File: src/hdl/rmcu_pkg.sv
package rmcu_pkg;

  localparam int unsigned DRAW_W = 32;
  localparam int unsigned IDX_W  = 3;
  localparam int unsigned CNT_W  = 24;
  localparam int unsigned COV_W  = 64;
  localparam int unsigned ACC_W  = 128;

  typedef enum logic [1:0] {
    SRC_MEAN,
    SRC_COV
  } src_t;

  // Datapath command issued by the controller for one result element.
  typedef struct packed {
    logic             start;   // launch one element computation
    src_t             src;
    logic [IDX_W-1:0] row;
    logic [IDX_W-1:0] col;
  } rmcu_cmd_t;

  typedef struct packed {
    logic done;                // element result ready this cycle
  } rmcu_sts_t;

endpackage

File: src/hdl/rmcu_ctrl.sv
// Sequencer: after the last element, computes the means then each
// covariance entry, then streams all results out.
module rmcu_ctrl #(
  parameter int unsigned N = 4
) (
  input  logic                       clk,
  input  logic                       rst_n,
  input  logic                       in_fire,
  input  logic                       in_last,
  output logic                       in_ready,
  output logic                       snap_mean,
  output rmcu_pkg::rmcu_cmd_t        cmd,
  input  rmcu_pkg::rmcu_sts_t        sts,
  output logic                       out_valid,
  input  logic                       out_ready,
  output logic                       out_kind,
  output logic [rmcu_pkg::IDX_W-1:0] out_row,
  output logic [rmcu_pkg::IDX_W-1:0] out_col,
  output logic                       out_last
);

  typedef enum logic [2:0] {
    S_IDLE, S_MISSUE, S_MWAIT, S_CISSUE, S_CWAIT, S_EMIT
  } state_t;

  localparam logic [rmcu_pkg::IDX_W-1:0] LAST = rmcu_pkg::IDX_W'(N - 1);

  state_t state_r;
  logic [rmcu_pkg::IDX_W-1:0] r_r, c_r;
  logic kind_r;

  always_ff @(posedge clk) begin
    if (!rst_n) begin
      state_r   <= S_IDLE;
      r_r       <= '0;
      c_r       <= '0;
      kind_r    <= 1'b0;
      snap_mean <= 1'b0;
    end else begin
      snap_mean <= 1'b0;
      case (state_r)
        S_IDLE: begin
          if (in_fire && in_last) begin
            state_r   <= S_MISSUE;
            snap_mean <= 1'b1;
            r_r       <= '0;
            c_r       <= '0;
          end
        end
        S_MISSUE: state_r <= S_MWAIT;
        S_MWAIT: begin
          if (sts.done) begin
            if (r_r == LAST) begin
              r_r     <= '0;
              state_r <= S_CISSUE;
            end else begin
              r_r     <= r_r + 1'b1;
              state_r <= S_MISSUE;
            end
          end
        end
        S_CISSUE: state_r <= S_CWAIT;
        S_CWAIT: begin
          if (sts.done) begin
            state_r <= S_CISSUE;
            if (c_r == LAST) begin
              c_r <= '0;
              if (r_r == LAST) begin
                r_r     <= '0;
                kind_r  <= 1'b0;
                state_r <= S_EMIT;
              end else begin
                r_r <= r_r + 1'b1;
              end
            end else begin
              c_r <= c_r + 1'b1;
            end
          end
        end
        S_EMIT: begin
          if (out_ready) begin
            if (!kind_r) begin
              if (r_r == LAST) begin
                r_r    <= '0;
                kind_r <= 1'b1;
              end else begin
                r_r <= r_r + 1'b1;
              end
            end else if (c_r == LAST) begin
              c_r <= '0;
              if (r_r == LAST) begin
                state_r <= S_IDLE;
                r_r     <= '0;
                kind_r  <= 1'b0;
              end else begin
                r_r <= r_r + 1'b1;
              end
            end else begin
              c_r <= c_r + 1'b1;
            end
          end
        end
        default: state_r <= S_IDLE;
      endcase
    end
  end

  always_comb begin
    cmd.start = (state_r == S_MISSUE) || (state_r == S_CISSUE);
    cmd.src   = rmcu_pkg::SRC_MEAN;
    cmd.row   = r_r;
    cmd.col   = '0;
    // address the covariance store when issuing or emitting its entries
    if ((state_r == S_CISSUE) || ((state_r == S_EMIT) && kind_r)) begin
      cmd.src = rmcu_pkg::SRC_COV;
      cmd.col = c_r;
    end
  end

  assign in_ready  = (state_r == S_IDLE);
  assign out_valid = (state_r == S_EMIT);
  assign out_kind  = kind_r;
  assign out_row   = r_r;
  assign out_col   = kind_r ? c_r : '0;
  assign out_last  = kind_r && (r_r == LAST) && (c_r == LAST);

endmodule

File: config.mk
export PLATFORM = sky130hd
export DESIGN_NAME = rmcu_ctrl
export DESIGN_NICKNAME = d
export VERILOG_FILES = /design/src/hdl/rmcu_pkg.sv /design/src/hdl/rmcu_ctrl.sv
export SDC_FILE = /design/constraint.sdc
export NUM_CORES = 1
export LEC_CHECK = 0
export BUFFER_PORTS_ARGS = -buffer_cell sky130_fd_sc_hd__buf_2
export CAP_MARGIN = 20
export CORE_MARGIN = 2
export CORE_UTILIZATION = 35
export DETAILED_ROUTE_END_ITERATION = 6
export PLACE_DENSITY = 0.61
export SLEW_MARGIN = 15
export SYNTH_ARGS = -nofsm -noshare
export SYNTH_HDL_FRONTEND = slang
export SYNTH_SLANG_ARGS = --single-unit
File: constraint.sdc
create_clock -name clk -period 2 [get_ports clk]
set_input_delay 0.1 -clock clk [delete_from_list [all_inputs] [get_ports clk]]
set_output_delay 0.1 -clock clk [all_outputs]
set_load 0.01 [all_outputs]
-- Word level (Yosys, flattened, before mapping)
Cells that the tools add are included.
- flip-flop bits (word level): 11
- bits of input ports: 6
- output and inout bits: 20
- logic and storage cells: 75
- add/subtract/negate cells: 2
- equal/unequal tests: 16
- muxes and demuxes: 37
- reductions and logical operators: 15
- operators with widths (operator ; number):
    two-way mux 3 bit ; 22
    case mux 3 bit (6 select lines) ; 1
    AND reduction 5 bit ; 3
    == test 3 x 2 -> 1 bit, second input constant ; 4
    case mux 3 bit (4 select lines) ; 1
    two-way mux 1 bit ; 10
    inequality test 2 x 1 -> 1 bit, second input constant ; 5
    case mux 3 bit (3 select lines) ; 1
    inequality test 2 bit, second input constant ; 4
    AND reduction 7 bit ; 1
    adder 3 x 1 -> 3 bit, second input constant ; 2
    == test 3 bit, second input constant ; 2
    logical AND 1 bit ; 4
    nonzero test 4 bit ; 1
    == test 3 x 1 -> 1 bit, second input constant ; 1
    zero test 3 bit ; 1
    nonzero test 3 bit ; 1
    logical OR 1 bit ; 2
    two-way mux 2 bit ; 1
    case mux 1 bit (2 select lines) ; 1
    AND reduction 2 bit ; 1
    nonzero test 2 bit ; 1

-- Depth between registers and ports, before layout
- depth in word-level cells: 6
- mapped depth: 5
- gate-level depth less buffers: 5

-- Worst setup path before layout
Ideal clock, no wire load.
- path type: reg-to-reg
- start: register r_r (netlist bit out_row[0])
- end: register state_r[0]
- library setup time: 60 ps
- arrival: 1432 ps
- required time: 1940 ps
- path slack: 508 ps
- stages on the path, launching flop included: 6
- path buffers: 0
- clock period less this slack: 1492 ps
- cell sequence: dfxtp_1 ha_1 and4bb_1 and2_4 a221oi_2 o2111a_1
- cells in the longest elaborated chain, start to end: 3
- RTL lines (element ; line ; source):
    from (decl) ; rmcu_ctrl.sv:29 ; logic [rmcu_pkg::IDX_W-1:0] r_r, c_r;
    from (signal assigned) ; rmcu_ctrl.sv:57 ; r_r <= r_r + 1'b1;
    from (signal assigned) ; rmcu_ctrl.sv:73 ; r_r <= r_r + 1'b1;
    from (signal assigned) ; rmcu_ctrl.sv:87 ; r_r <= r_r + 1'b1;
    == test 3 x 2 -> 1 bit ; rmcu_ctrl.sv:91 ; if (r_r == LAST) begin
    inequality test 2 x 1 -> 1 bit (no line) ; -- ;
    AND reduction 7 bit (no line) ; -- ;
    to (signal assigned) ; rmcu_ctrl.sv:71 ; state_r <= S_EMIT;
    to (signal assigned) ; rmcu_ctrl.sv:92 ; state_r <= S_IDLE;
    to (signal assigned) ; rmcu_ctrl.sv:103 ; default: state_r <= S_IDLE;
    to (decl) ; rmcu_ctrl.sv:28 ; state_t state_r;
No other way between the ends.
A chain may end at the register's enable or synchronous reset.

==> tab_implementation.tex <==
\begin{tabular}{lr}
\hline
Metric & Value \\
\hline
\multicolumn{2}{l}{\textbf{Place}} \\
\quad DPL Wire Length & 1450 um \\
\quad Port Buffers & 24 \\
\quad Gp weighted congestion & slightly below 0.8 \\
\multicolumn{2}{l}{\textbf{Final layout}} \\
\quad Ratio of cells with drive above 1 in the final layout & 0.316 \\
\quad Post-layout net count & $\sim$130 \\
\quad Syn-to-layout area delta & 14.6\% \\
\quad Antenna fix cells & 0 \\
\multicolumn{2}{l}{\textbf{Worst setup path}} \\
\quad Master of the slowest instance on the critical path & sky130\_fd\_sc\_hd\_\_dfxtp\_1 \\
\quad Worst setup slack for register-to-register paths & approximately 0.40 ns \\
\quad Startpoint type of the worst setup path & flip-flop \\
\quad Sequence of cells on the critical path & nor2b\_1 > nand2\_1 > a21oi\_1 > and2\_1 > buf\_2 \\
\quad Worst-path maximum fanout & 14 \\
\quad Worst Path Class, Setup & flip-flop to output pin \\
\quad Data arrival time of the critical path & about 1.7 ns \\
\quad Max stage delay on crit path & 0.60 ns \\
\quad Element type at the critical path end & output pin \\
\quad Endpoint required time on the critical path & $\sim$1.9 ns \\
\multicolumn{2}{l}{\textbf{Clock network}} \\
\quad Clock-pin transition on the worst setup and hold timing paths & around 0.080 ns \\
\quad Quantity of gates resized following cts & 0 \\
\quad Insertion delay to the later sink of the worst-skew pair & 0.29 ns \\
\quad H-tree depth reported by CTS & 1 \\
\quad Hold-fix buffer count after cts & 0 \\
\quad Post-CTS Setup Bufs & 0 \\
\quad CTS root buf & sky130\_fd\_sc\_hd\_\_clkbuf\_4 \\
\quad Deepest clock path buffer count & 2 \\
\quad Number of clock buffers inserted by TritonCTS & 3 \\
\quad Total number of clock tree sinks & 11 \\
\quad Clock tree from TritonCTS & yes \\
\multicolumn{2}{l}{\textbf{Global route}} \\
\quad Overall overflow remaining after global route & 0 \\
\quad Number of antenna violations at the first check in global routing & 0 \\
\quad Global-route usage over all layers & 0.165 \\
\quad Wire length of the first global-routing pass & 3350 um \\
\quad Pin count of the biggest net entering global routing & 15 \\
\quad Vias in the first global route & 770 \\
\multicolumn{2}{l}{\textbf{Floorplan}} \\
\quad Die span in y & roughly 53 um \\
\quad Number of standard-cell rows in the floorplan & 17 \\
\quad Core area & about 0.0022 mm2 \\
\quad Width of the chip & between 50 and 60 um \\
\quad Initial core utilization & 0.372 \\
\quad Die area & 0.00276 mm2 \\
\quad Ports & 26 \\
\multicolumn{2}{l}{\textbf{Timing}} \\
\quad Slew Viols, Final & 0 \\
\quad Minimum clock period & 1.82 ns \\
\quad Final Hold Vio Count & 0 \\
\quad Final critical-path share of the clock period & 0.908 \\
\quad Clock Skews & between 0.005 and 0.006 ns \\
\quad Highest clock frequency the design can meet & 551 MHz \\
\quad Summed negative setup slack over all endpoints & 0 ns \\
\quad Setup repair after global routing missed its margin & false \\
\quad Endpoints failing setup & 0 \\
\multicolumn{2}{l}{\textbf{Power and ir drop}} \\
\quad Net switching fraction of the power & 0.426 \\
\quad Clock group share of total power & 0.214 \\
\quad Net switching power & 340 uW \\
\quad Int Pwr & 458 uW \\
\quad Power density over the cells & approximately 850 mW/mm2 \\
\quad IR Drop Worst-Case VDD & 0.401 mV \\
\quad Part of the total power dissipated in combinational logic & 0.402 \\
\quad Leakage power & roughly 0.46 nW \\
\quad Total power after layout & between 700 and 800 uW \\
\quad Sequential group share of total power & 0.385 \\
\multicolumn{2}{l}{\textbf{Yosys}} \\
\quad Adder and majority gate portion of the synthesized area & 0.0304 \\
\quad Number of enable-type register cells in the synthesized netlist & 0 \\
\quad Most used flip-flop cell after synthesis & sky130\_fd\_sc\_hd\_\_dfxtp\_1 \\
\quad Synthesis warning total & 0 \\
\quad Share of synthesized area spent on multiplexers & 0.0380 \\
\quad Synth Net Count & about 110 \\
\quad Proportion of synthesized chip area in sequential cells & 0.267 \\
\quad Async S/R FF share, synth & 0 \\
\quad Largest cells by area after synthesis & sky130\_fd\_sc\_hd\_\_dfxtp\_1 (27\%), sky130\_fd\_sc\_hd\_\_and2\_1 (5.3\%), sky130\_fd\_sc\_hd\_\_o211a\_1 (4.9\%) \\
\quad Synthesized-area fraction occupied by ao, oa, aoi and oai cells & 0.302 \\
\quad Cell area after technology mapping & 823 um2 \\
\quad Yosys top cell area share & 0.267 \\
\quad Syn avg cell area & 8.49 um2 \\
\quad Area share of xor/xnor cells in the synthesized design & 0 \\
\quad Post-synthesis cell count & 97 \\
\quad Synth Area in Simple Gates & 0.260 \\
\quad Top cell type by total area after synthesis & sky130\_fd\_sc\_hd\_\_dfxtp\_1 \\
\quad Yosys reg bits & 11 \\
\quad Number of distinct library cell variants in the gate-level netlist after synthesis & between 40 and 50 \\
\quad Dominant combinational cell family by area after synthesis & compound AO/OA/AOI/OAI gates \\
\multicolumn{2}{l}{\textbf{Detailed routing}} \\
\quad Detailed router's first-iteration violation count & 14 \\
\quad Detailed-route vias per instance & $\sim$5.6 \\
\quad Final WL & $\sim$2000 um \\
\quad Detailed-route DRC error count & 0 \\
\quad Number of optimization iterations in the first detailed-route pass & 4 \\
\quad Average detailed-routed wire length per instance & between 10 and 15 um \\
\quad Total via count in the routed design & just over 800 \\
\quad Post-route antenna net violation count & 0 \\
\multicolumn{2}{l}{\textbf{Min path}} \\
\quad Path class of the lowest-slack min-delay path & input port to flip-flop \\
\multicolumn{2}{l}{\textbf{Flow run}} \\
\quad Number of violations of the max-capacitance limit & 0 \\
\multicolumn{2}{l}{\textbf{Status}} \\
\quad Result of the run & complete, no violations \\
\hline
\end{tabular}
==> layout make-up <==
type / instances / area [um2]
fillers: 225 / 1270
inverters: 3 / 11.3
clock buffers: 4 / 26.3
well taps: 28 / 35.0
repair buffers: 25 / 128
multi-input cells: 74 / 523
flip-flops and latches: 11 / 220
==> cell usage in the layout (no fill, tap or decap), types with 2 or more instances in the layout <==
master,instances
sky130_fd_sc_hd__a21oi_1,4
sky130_fd_sc_hd__a221oi_2,2
sky130_fd_sc_hd__a22o_1,2
sky130_fd_sc_hd__and2_1,7
sky130_fd_sc_hd__buf_2,24
sky130_fd_sc_hd__clkbuf_4,3
sky130_fd_sc_hd__dfxtp_1,11
sky130_fd_sc_hd__ha_1,2
sky130_fd_sc_hd__inv_1,2
sky130_fd_sc_hd__mux2i_1,2
sky130_fd_sc_hd__nand2_1,8
sky130_fd_sc_hd__nand2b_1,3
sky130_fd_sc_hd__nand3_1,3
sky130_fd_sc_hd__nor2_1,8
sky130_fd_sc_hd__nor3_1,2
sky130_fd_sc_hd__o211a_1,4
sky130_fd_sc_hd__o21ai_0,3
==> flip-flops by register name, summed over array words and instances (netlist names) <==
signal	flops
snap_mean	1
c_r	3
out_kind	1
state_r	3
out_row	3
==> metal layers <==
metal	vias to the layer above	share of wire	GRT usage
li1	395	-	-
met1	382	0.46	0.198
met2	27	0.46	0.260
met3	9	0.046	0.0286
met4	0	0.038	0.124
met5	-	0	0
==> power by group through the flow <==
| stage | registers, mW | logic (mW) | clock network, mW |
|---|---|---|---|
| final | 0.307 | 0.321 | 0.170 |
| after CTS | 0.306 | 0.319 | 0.170 |
| after detailed placement | 0.312 | 0.318 | 0 |
| after floorplan | 0.272 | 0.295 | 0 |
| after global routing | 0.314 | 0.355 | 0.185 |
| after global placement | 0.308 | 0.314 | 0 |
==> Yosys cell counts, types with 3 or more instances <==
master,n
sky130_fd_sc_hd__a21oi_1,4
sky130_fd_sc_hd__nand2_1,8
sky130_fd_sc_hd__nand3_1,3
sky130_fd_sc_hd__dfxtp_1,11
sky130_fd_sc_hd__nor2_1,8
sky130_fd_sc_hd__buf_4,5
sky130_fd_sc_hd__o211a_1,4
sky130_fd_sc_hd__and2_1,7
sky130_fd_sc_hd__nand2b_1,3
sky130_fd_sc_hd__o21ai_0,3
==> stage by stage <==
step                      instance area (um2)  hold WS, ns  std cells   util  worst slack [ns]
after floorplan                           823        0.244         97      -             0.508
after global placement                    917        0.392        141  0.415             0.463
after detailed placement                  917        0.406        141  0.415             0.417
after CTS                                 943        0.109        145  0.426             0.193
after global routing                      943        0.128        145  0.426            0.0314
final                                     943        0.106        145  0.426             0.185
==> critical path, delay by kind of cell, from the launching register on <==
kind            cells  cell delay (ns)
flops               1             0.60
buf+inv             1             0.12
compound gates      1             0.24
simple gates        3             0.47
==> cell families after synthesis <==
logic type / after synthesis
AO/OA/AOI/OAI: 29
adder cells (fa/ha/maj): 2
buffers and inverters: 12
flip-flops: 11
multiplexers: 3
other: 1
AND/OR/NAND/NOR: 39
==> path summary, 6_finish.rpt <==
path,from,endpoint,depth (start not counted)
worst min register to register,c_r[1],c_r[1],2
worst max register to register,state_r[0],out_row[0],4
worst max-delay path,state_r[2],cmd[2],5
worst min-delay path,in_last,snap_mean,2
No activity file was read; power rests on OpenSTA's default activity.
